### config.mk
export PLATFORM = sky130hd
export DESIGN_NAME = can_frame_record_parser
export DESIGN_NICKNAME = d
export VERILOG_FILES = /design/src/rtl/cfrp_pkg.sv /design/src/rtl/can_frame_record_parser.sv /design/src/rtl/cfrp_front.sv /design/src/rtl/cfrp_queue.sv /design/src/rtl/cfrp_back.sv
export SDC_FILE = /design/constraint.sdc
export NUM_CORES = 1
export LEC_CHECK = 0
export ABC_CLOCK_PERIOD_IN_PS = 19100
export BUFFER_PORTS_ARGS = -buffer_cell sky130_fd_sc_hd__buf_2
export CORE_AREA = 2 2 287 360
export CTS_CLUSTER_DIAMETER = 40
export DETAILED_ROUTE_END_ITERATION = 8
export DIE_AREA = 0 0 289 362
export PLACE_DENSITY_LB_ADDON = 0.05
export REMOVE_ABC_BUFFERS = 1
export SYNTH_ARGS = -nofsm -noshare
export SYNTH_HDL_FRONTEND = slang
export SYNTH_SLANG_ARGS = --single-unit
### constraint.sdc
create_clock -name clk -period 19.1 [get_ports clk]
set_input_delay 0.955 -clock clk [delete_from_list [all_inputs] [get_ports clk]]
set_output_delay 0.955 -clock clk [all_outputs]
set_load 0.01 [all_outputs]
### src/rtl/cfrp_pkg.sv
// Shared types, codes and constants for the CAN frame record parser.
// Used by every module under rtl; no dependencies of its own.
`timescale 1ns / 1ps

package cfrp_pkg;

	localparam int HDR_BYTES  = 24;
	localparam int MAX_DATA   = 64;
	localparam int POS_W      = 7;
	localparam int OUT_DATA_W = 160;

	typedef enum logic [1:0] {
		KIND_HEADER = 2'd0,
		KIND_DATA   = 2'd1,
		KIND_ERROR  = 2'd2
	} res_kind_t;

	typedef enum logic [1:0] {
		ERR_NONE   = 2'd0,
		ERR_HEADER = 2'd1,
		ERR_TRUNC  = 2'd2
	} err_code_t;

	// One result item as it travels from the parser to the output stage
	typedef struct packed {
		res_kind_t   kind;
		logic [4:0]  flags;
		logic [28:0] ident;
		logic [63:0] stamp;
		logic [31:0] seq;
		logic [3:0]  dlc;
		logic [6:0]  len;
		logic [7:0]  pbyte;
		logic [5:0]  idx;
		logic        last;
		err_code_t   err;
	} res_t;

	// Queue status seen by the parser
	typedef struct packed {
		logic full;
		logic empty;
	} q_stat_t;

	// CAN FD data length for a DLC
	function automatic logic [6:0] fd_len(input logic [3:0] dlc);
		logic [6:0] n;
		unique case (dlc)
			4'd9:    n = 7'd12;
			4'd10:   n = 7'd16;
			4'd11:   n = 7'd20;
			4'd12:   n = 7'd24;
			4'd13:   n = 7'd32;
			4'd14:   n = 7'd48;
			4'd15:   n = 7'd64;
			default: n = {3'd0, dlc};
		endcase
		return n;
	endfunction

endpackage

### src/rtl/can_frame_record_parser.sv
// Top level of the CAN frame record parser: front end, result queue and output stage.
// Depends on cfrp_pkg, cfrp_front, cfrp_queue and cfrp_back.
`timescale 1ns / 1ps

// Parses a little-endian byte stream of CAN frame records (24-byte header plus
// 0 to 64 data bytes), one byte per cycle with s_tlast marking the end of the
// available buffer. Each record gives one header item and one item per data
// byte, the last one with m_tlast set; a bad header or a buffer end inside a
// record gives one error item, and after a bad header bytes are dropped up to
// the buffer end. A byte is taken every cycle while the two-entry result queue
// has room; results pass through the queue write, then the output register.
// With results streaming the queue holds one item, so input stalls once the
// output is held and the second queue entry fills. cfg_data sets the
// transmit check and is always accepted.

module can_frame_record_parser import cfrp_pkg::*; (
	input  logic                  clk,
	input  logic                  arst_n,
	input  logic                  cfg_valid,
	output logic                  cfg_ready,
	input  logic                  cfg_data,   // tx_check
	input  logic                  s_tvalid,
	output logic                  s_tready,
	input  logic [7:0]            s_tdata,    // [7:0] data_byte
	input  logic                  s_tlast,    // buffer_end
	output logic                  m_tvalid,
	input  logic                  m_tready,
	// [4:0] flag_bits, [33:5] can_ident, [97:34] stamp_us, [129:98] seq_number,
	// [133:130] dlc_code, [140:134] payload_len, [148:141] payload_byte,
	// [154:149] byte_index, [156:155] error_code, [159:157] zero
	output logic [OUT_DATA_W-1:0] m_tdata,
	output logic [1:0]            m_tuser,    // [1:0] res_kind
	output logic                  m_tlast     // record_last
);

	logic    tx_check_q;
	logic    push, pop;
	res_t    push_res, head;
	q_stat_t q_stat;

	assign cfg_ready = 1'b1;

	// Hold the transmit check setting
	always_ff @(posedge clk or negedge arst_n) begin
		if (!arst_n)
			tx_check_q <= 1'b0;
		else if (cfg_valid)
			tx_check_q <= cfg_data;
	end

	cfrp_front u_front (
		.clk      (clk),
		.arst_n   (arst_n),
		.tx_check (tx_check_q),
		.s_tvalid (s_tvalid),
		.s_tready (s_tready),
		.s_tdata  (s_tdata),
		.s_tlast  (s_tlast),
		.q_stat   (q_stat),
		.push     (push),
		.push_res (push_res)
	);

	cfrp_queue u_queue (
		.clk      (clk),
		.arst_n   (arst_n),
		.push     (push),
		.push_res (push_res),
		.pop      (pop),
		.head     (head),
		.stat     (q_stat)
	);

	cfrp_back u_back (
		.clk      (clk),
		.arst_n   (arst_n),
		.q_stat   (q_stat),
		.head     (head),
		.pop      (pop),
		.m_tvalid (m_tvalid),
		.m_tready (m_tready),
		.m_tdata  (m_tdata),
		.m_tuser  (m_tuser),
		.m_tlast  (m_tlast)
	);

endmodule

### src/rtl/cfrp_front.sv
// Front end: accepts record bytes, captures header fields, validates the header
// and classifies each byte into a result item or none. Depends on cfrp_pkg.
`timescale 1ns / 1ps

module cfrp_front import cfrp_pkg::*; (
	input  logic       clk,
	input  logic       arst_n,
	input  logic       tx_check,
	input  logic       s_tvalid,
	output logic       s_tready,
	input  logic [7:0] s_tdata,   // [7:0] data_byte
	input  logic       s_tlast,   // buffer_end
	input  q_stat_t    q_stat,
	output logic       push,
	output res_t       push_res
);

	logic [POS_W-1:0] pos_q, pos_d;
	logic             skip_q, skip_d;
	logic             zv_q, zv_d;
	logic [15:0]      flags_q;
	logic [31:0]      ident_q;
	logic [63:0]      stamp_q;
	logic [31:0]      seq_q;
	logic [7:0]       dlc_q;
	logic [7:0]       len_q;

	logic             acc;
	logic [7:0]       b;
	logic             at_end;
	logic             zv_now;
	logic             ext, rtr, fd, ident_ok, hdr_ok;
	logic [POS_W-1:0] idx_w;
	logic             data_last;

	assign s_tready = !q_stat.full;
	assign acc      = s_tvalid && s_tready;
	assign b        = s_tdata;
	assign at_end   = s_tlast;

	// Header check on the final header byte
	assign zv_now   = zv_q || (b != 8'd0);
	assign ext      = flags_q[0];
	assign rtr      = flags_q[1];
	assign fd       = flags_q[2];
	assign ident_ok = ext ? (ident_q[31:29] == 3'd0) : (ident_q[31:11] == 21'd0);
	assign hdr_ok   = !zv_now && (flags_q[15:5] == 11'd0) && ident_ok
		&& (dlc_q[7:4] == 4'd0) && (len_q <= 8'(MAX_DATA))
		&& (fd || ((dlc_q <= 8'd8) && (flags_q[4:3] == 2'd0)))
		&& !(fd && rtr)
		&& (len_q == (rtr ? 8'd0 : {1'b0, fd_len(dlc_q[3:0])}))
		&& !(tx_check && (flags_q[4] || (stamp_q != 64'd0) || (seq_q != 32'd0)));

	// Data position and end of frame
	assign idx_w     = pos_q - POS_W'(HDR_BYTES);
	assign data_last = ({1'b0, idx_w} + 8'd1) >= len_q;

	// Classify the byte and advance the record position
	always_comb begin
		pos_d    = pos_q;
		skip_d   = skip_q;
		zv_d     = zv_q;
		push     = 1'b0;
		push_res = '0;
		push_res.flags = flags_q[4:0];
		push_res.ident = ident_q[28:0];
		push_res.stamp = stamp_q;
		push_res.seq   = seq_q;
		push_res.dlc   = dlc_q[3:0];
		push_res.len   = len_q[6:0];
		push_res.pbyte = b;
		push_res.idx   = idx_w[5:0];
		push_res.kind  = KIND_ERROR;
		push_res.err   = ERR_NONE;
		push_res.last  = 1'b1;
		if (acc) begin
			if (skip_q) begin
				if (at_end) begin
					skip_d = 1'b0;
					pos_d  = '0;
				end
			end else if (pos_q < POS_W'(HDR_BYTES)) begin
				if (pos_q == '0)
					zv_d = (b != 8'd0);
				else if (pos_q == POS_W'(1) || pos_q >= POS_W'(22))
					zv_d = zv_now;
				if (pos_q < POS_W'(HDR_BYTES - 1)) begin
					if (at_end) begin
						push         = 1'b1;
						push_res.err = ERR_TRUNC;
						pos_d        = '0;
					end else begin
						pos_d = pos_q + POS_W'(1);
					end
				end else if (!hdr_ok) begin
					push         = 1'b1;
					push_res.err = ERR_HEADER;
					pos_d        = '0;
					skip_d       = !at_end;
				end else if (at_end && len_q != 8'd0) begin
					push         = 1'b1;
					push_res.err = ERR_TRUNC;
					pos_d        = '0;
				end else begin
					push          = 1'b1;
					push_res.kind = KIND_HEADER;
					push_res.last = (len_q == 8'd0);
					pos_d         = (len_q == 8'd0) ? '0 : POS_W'(HDR_BYTES);
				end
			end else if (at_end && !data_last) begin
				push         = 1'b1;
				push_res.err = ERR_TRUNC;
				pos_d        = '0;
			end else begin
				push          = 1'b1;
				push_res.kind = KIND_DATA;
				push_res.last = data_last;
				pos_d         = data_last ? '0 : pos_q + POS_W'(1);
			end
		end
	end

	// Hold control state
	always_ff @(posedge clk or negedge arst_n) begin
		if (!arst_n) begin
			pos_q  <= '0;
			skip_q <= 1'b0;
			zv_q   <= 1'b0;
		end else begin
			pos_q  <= pos_d;
			skip_q <= skip_d;
			zv_q   <= zv_d;
		end
	end

	// Capture header fields, little-endian
	always_ff @(posedge clk or negedge arst_n) begin
		if (!arst_n) begin
			flags_q <= '0;
			ident_q <= '0;
			stamp_q <= '0;
			seq_q   <= '0;
			dlc_q   <= '0;
			len_q   <= '0;
		end else if (acc && !skip_q && pos_q < POS_W'(HDR_BYTES)) begin
			if (pos_q >= POS_W'(2) && pos_q < POS_W'(4))
				flags_q[8*pos_q[0] +: 8] <= b;
			else if (pos_q >= POS_W'(4) && pos_q < POS_W'(8))
				ident_q[8*pos_q[1:0] +: 8] <= b;
			else if (pos_q >= POS_W'(8) && pos_q < POS_W'(16))
				stamp_q[8*pos_q[2:0] +: 8] <= b;
			else if (pos_q >= POS_W'(16) && pos_q < POS_W'(20))
				seq_q[8*pos_q[1:0] +: 8] <= b;
			else if (pos_q == POS_W'(20))
				dlc_q <= b;
			else if (pos_q == POS_W'(21))
				len_q <= b;
		end
	end

	a_pos_range: assert property (@(posedge clk) disable iff (!arst_n)
		pos_q < POS_W'(HDR_BYTES + MAX_DATA))
		else $error("record position out of range");

	a_skip_at_start: assert property (@(posedge clk) disable iff (!arst_n)
		skip_q |-> pos_q == '0)
		else $error("discarding while inside a record");

	a_error_last: assert property (@(posedge clk) disable iff (!arst_n)
		(push && push_res.kind == KIND_ERROR) |-> (push_res.last && push_res.err != ERR_NONE))
		else $error("error item not marked last");

endmodule

### src/rtl/cfrp_queue.sv
// Two-entry queue of result items between parser and output stage.
// Depends on cfrp_pkg.
`timescale 1ns / 1ps

module cfrp_queue import cfrp_pkg::*; (
	input  logic    clk,
	input  logic    arst_n,
	input  logic    push,
	input  res_t    push_res,
	input  logic    pop,
	output res_t    head,
	output q_stat_t stat
);

	res_t       mem_q [2];
	logic       wr_ptr_q, rd_ptr_q;
	logic [1:0] cnt_q;

	assign stat.full  = (cnt_q == 2'd2);
	assign stat.empty = (cnt_q == 2'd0);
	assign head       = mem_q[rd_ptr_q];

	// Write entry
	always_ff @(posedge clk) begin
		if (push)
			mem_q[wr_ptr_q] <= push_res;
	end

	// Advance pointers and count
	always_ff @(posedge clk or negedge arst_n) begin
		if (!arst_n) begin
			wr_ptr_q <= 1'b0;
			rd_ptr_q <= 1'b0;
			cnt_q    <= 2'd0;
		end else begin
			if (push)
				wr_ptr_q <= !wr_ptr_q;
			if (pop)
				rd_ptr_q <= !rd_ptr_q;
			cnt_q <= cnt_q + {1'b0, push} - {1'b0, pop};
		end
	end

	a_no_overflow: assert property (@(posedge clk) disable iff (!arst_n)
		push |-> !stat.full)
		else $error("push into full queue");

	a_no_underflow: assert property (@(posedge clk) disable iff (!arst_n)
		pop |-> !stat.empty)
		else $error("pop from empty queue");

endmodule

### src/rtl/cfrp_back.sv
// Back end: takes queued result items, clears the fields that do not apply
// to the item kind, and holds the item in the output register. Depends on cfrp_pkg.
`timescale 1ns / 1ps

module cfrp_back import cfrp_pkg::*; (
	input  logic                  clk,
	input  logic                  arst_n,
	input  q_stat_t               q_stat,
	input  res_t                  head,
	output logic                  pop,
	output logic                  m_tvalid,
	input  logic                  m_tready,
	output logic [OUT_DATA_W-1:0] m_tdata,
	output logic [1:0]            m_tuser,
	output logic                  m_tlast
);

	logic                  valid_q;
	logic [OUT_DATA_W-1:0] tdata_q, tdata_d;
	logic [1:0]            tuser_q;
	logic                  tlast_q;
	res_t                  f;

	assign pop = !q_stat.empty && (!valid_q || m_tready);

	// Keep only the fields that belong to the item kind
	always_comb begin
		f = '0;
		f.kind = head.kind;
		f.last = head.last;
		unique case (head.kind)
			KIND_HEADER: begin
				f.flags = head.flags;
				f.ident = head.ident;
				f.stamp = head.stamp;
				f.seq   = head.seq;
				f.dlc   = head.dlc;
				f.len   = head.len;
			end
			KIND_DATA: begin
				f.pbyte = head.pbyte;
				f.idx   = head.idx;
			end
			default: begin
				f.err  = head.err;
				f.last = 1'b1;
			end
		endcase
		tdata_d = {3'd0, f.err, f.idx, f.pbyte, f.len, f.dlc, f.seq, f.stamp, f.ident,
			f.flags};
	end

	// Load the output register when it is free or being taken
	always_ff @(posedge clk or negedge arst_n) begin
		if (!arst_n)
			valid_q <= 1'b0;
		else if (pop)
			valid_q <= 1'b1;
		else if (m_tready)
			valid_q <= 1'b0;
	end

	always_ff @(posedge clk) begin
		if (pop) begin
			tdata_q <= tdata_d;
			tuser_q <= f.kind;
			tlast_q <= f.last;
		end
	end

	assign m_tvalid = valid_q;
	assign m_tdata  = tdata_q;
	assign m_tuser  = tuser_q;
	assign m_tlast  = tlast_q;

endmodule

==> run_results.csv <==
group,metric,value,unit
power,total_leakage_power,0.0125,uW
timing,fin_crit_sh,23.1,%
place,port_buffers,176,
synthesis,synth_edf_count,480,
worst_hold_path,min_path_type,"in2async",
floorplan,die_h,362,um
final_layout,n_fill_cell,10100,
floorplan,fp.dieArea,105000,um2
power,ir_worst_vdd,0.0958,mV
run,maxCapViolCount,0,
synthesis,ys_ff_latch,655,
clocking,cts_root_buffer,"clkbuf_16",
grt,grt_pass1_wl,104,mm
grt,use_met1,18.0,%
synthesis,ys_seq_area_share,74.6,%
grt,grt_pass1_vias,14700,
grt,grtUsageTotal,13.7,%
power,powerDensity,151,nW/um2
route,vias,13700,
grt,grt_overflow_total,0,
final_layout,diodes,0,
synthesis,synth_most_common_cell,"edfxtp_1",
floorplan,die_w,289,um
clocking,clkTransAtPathRegs,0.05,ns
synthesis,synth_top_area_cell,"edfxtp_1",
synthesis,synth_top_area_share,57.3,%
route,wl_per_cell,21.8,um
setup_path,cp-startpoint,"u_front.pos_q[0]$_DFFE_PN0P_",
setup_path,regToRegSetupSlack,14.68,ns
synthesis,mappedNetlistArea,25200,um2
final_layout,nets,1848,
setup_path,r2r_end,"u_queue.mem_q[0][45]$_DFFE_PP_",
timing,drv_slew,0,
floorplan,initial_core_util,24.9,%
timing,finalCriticalPeriod,4.42,ns
route,postRouteAntennaNets,0,
setup_path,r2r-start,"u_front.pos_q[0]$_DFFE_PN0P_",
clocking,clock_path_buffers,3,
final_layout,syn_to_final_growth,25.3,%
setup_path,cp.required,19.38,ns
synthesis,synthArstFlopShare,26.7,%
clocking,htree_levels,3,
synthesis,synth_area_leaders,"edfxtp_1 (57%), dfrtp_1 (17%), mux2i_1 (6.7%)",
route,first_pass_iters,6,
setup_path,cp-start-kind,"register",
timing,setup_viol,0,
synthesis,ys.flop_type,"edfxtp_1",
setup_path,cp_max_fo,138,
place,place_worst_setup_slack,14.74,ns
clocking,cts_tree,"done",
timing,rsz0062_at_grt,"false",
synthesis,synth_area_per_cell,16.1,um2
floorplan,num_io_pins,181,
grt,grt_max_degree,139,
route,drc,0,
setup_path,crit_path_end_kind,"register",
route,routed_via_density,4.24,
setup_path,cp.arrival,4.70,ns
route,drt_wl_total,70.5,mm
synthesis,ys.warnings.count,0,
timing,finClkSkew,0.0413,ns
setup_path,rr_worst_depth,7,
grt,grtUsageMet3,2.70,%
grt,use_met2,22.1,%
floorplan,num_rows,131,
clocking,cts_inserted_buffers,113,
clocking,clk_latency,0.71,ns
grt,antenna_found_initial,3,
timing,max_clock_freq,226,MHz
timing,hold_viol_final,0,
synthesis,synth_cells,1562,
timing,worst_slew_pin_slew,1.22,ns
final_layout,drive_above_1_share,28.3,%
status,status,"finished clean",
clocking,clock-sinks,655,
timing,tns,0,ns
grt,grt_most_used_layer,"met2",
place,place.gp.congestion,0.756,
clocking,cts_resized,0,
clocking,post_cts_buffers,0,
place,place_hpwl,44.8,mm
setup_path,crit_type,"reg2reg",
timing,fin_ws,14.68,ns
timing,relSlewSlack,18.9,%
synthesis,synth.top_cells.by_count,"edfxtp_1 (480), nor2_1 (196), dfrtp_1 (175), mux2i_1 (168), mux2_2 (136)",
synthesis,synth_cell_types,59,
floorplan,coreArea,101000,um2
clocking,hold_buffers,0,
power,finalPower,4760,uW
setup_path,cp-endpoint,"u_queue.mem_q[0][45]$_DFFE_PP_",
route,drt_iter0_markers,764,
-- power breakdown --
part | internal (uW) | switching (uW)
Clock | 1280 | 753
Combinational | 273 | 540
Sequential | 1810 | 108
-- sequential cells by signal, indices dropped and copies added (netlist names), 2 cells and up --
name and flops:
u_front.ident_q 32, u_front.pos_q 7, u_front.dlc_q 8, u_front.stamp_q 64, u_front.len_q 8, u_queue.mem_q 320, u_front.flags_q 16, u_front.seq_q 32
u_back.m_tdata 157, u_queue.cnt_q 2, u_back.m_tuser 2
-- worst max-delay path: stages (launching register included) --
cell     delay (ns)
dfrtp_1        0.85
inv_2          0.31
nor3_1         0.28
buf_4          0.23
nand2_1        0.14
a31oi_1        0.46
nor2b_4        0.76
buf_12         0.51
-- cell families after synthesis --
family / Yosys count / synth area share (%)
simple gates: 401 / 7.65
xor+xnor: 14 / 0.487
other cells: 2 / 0.0298
compound gates: 73 / 1.83
flops: 655 / 74.6
mux: 304 / 12.8
fa+ha+maj: 23 / 1.14
buf+inv: 90 / 1.45
-- routing by layer --
layer	part of all wire, %	vias up
met5	0	-
met4	2.5	0
met3	4.4	120
met2	48	334
met1	45	6948
li1	-	6346
-- stage by stage --
step           instance area (um2)  hold slack (ns)  utilization [%]  cells
2_1_floorplan                24900            0.438                -   1502
3_3_place_gp                 27700            0.450             27.3   3025
3_5_place_dp                 27700            0.469             27.3   3025
4_1_cts                      31500            0.263             31.1   3239
5_1_grt                      31500            0.322             31.1   3239
6_report                     31500            0.294             31.1   3239
-- cells in the final DEF, fill, tap and decap left out, drive strengths merged, types with 3 or more instances in the layout --
cell / Yosys / routed
nor4: 38 / 38
buf: 17 / 193
inv: 28 / 43
nand3: 11 / 11
nor2: 202 / 202
edfxtp: 480 / 480
mux2i: 168 / 168
conb: 2 / 4
ha: 23 / 23
and2: 21 / 21
mux2: 136 / 136
a21oi: 12 / 12
a31oi: 6 / 6
xor2: 5 / 5
nand2b: 8 / 8
o22ai: 3 / 3
nand4: 16 / 16
nand2: 63 / 63
dfrtp: 175 / 175
nor2b: 11 / 11
xnor2: 9 / 9
a211oi: 5 / 5
nand3b: 6 / 6
a22o: 3 / 3
clkbuf: 45 / 137
clkinvlp: 0 / 13
clkinv: 0 / 40
bufinv: 0 / 9
o21ai: 28 / 28
nor3: 12 / 12
-- worst min path at each step --
stage | from | to | slack [ns] | depth (start not counted)
after floorplan | u_front.ident_q[0]$_DFFE_PN0P_ | u_queue.mem_q[0][124]$_DFFE_PP_ | 0.44 | 0
after global placement | u_front.ident_q[2]$_DFFE_PN0P_ | u_queue.mem_q[1][126]$_DFFE_PP_ | 0.45 | 0
after detailed placement | u_front.ident_q[2]$_DFFE_PN0P_ | u_queue.mem_q[1][126]$_DFFE_PP_ | 0.47 | 0
after CTS | arst_n | u_front.skip_q$_DFFE_PN0P_ | 0.26 | 1
after global routing | arst_n | u_front.ident_q[5]$_DFFE_PN0P_ | 0.32 | 1
final | arst_n | u_front.ident_q[3]$_DFFE_PN0P_ | 0.29 | 1
-- final cells by class --
type / instances / area, um2 / share of cell area, %
flip-flops and latches: 655 / 18800 / 59.6
clock inverters: 77 / 816 / 2.59
well taps: 1330 / 1660 / 5.27
inverters: 28 / 105 / 0.333
clock buffers: 137 / 3070 / 9.74
multi-input cells: 819 / 6060 / 19.2
repair buffers: 193 / 1040 / 3.30
Note: power is estimated with default switching activity, not from simulation.
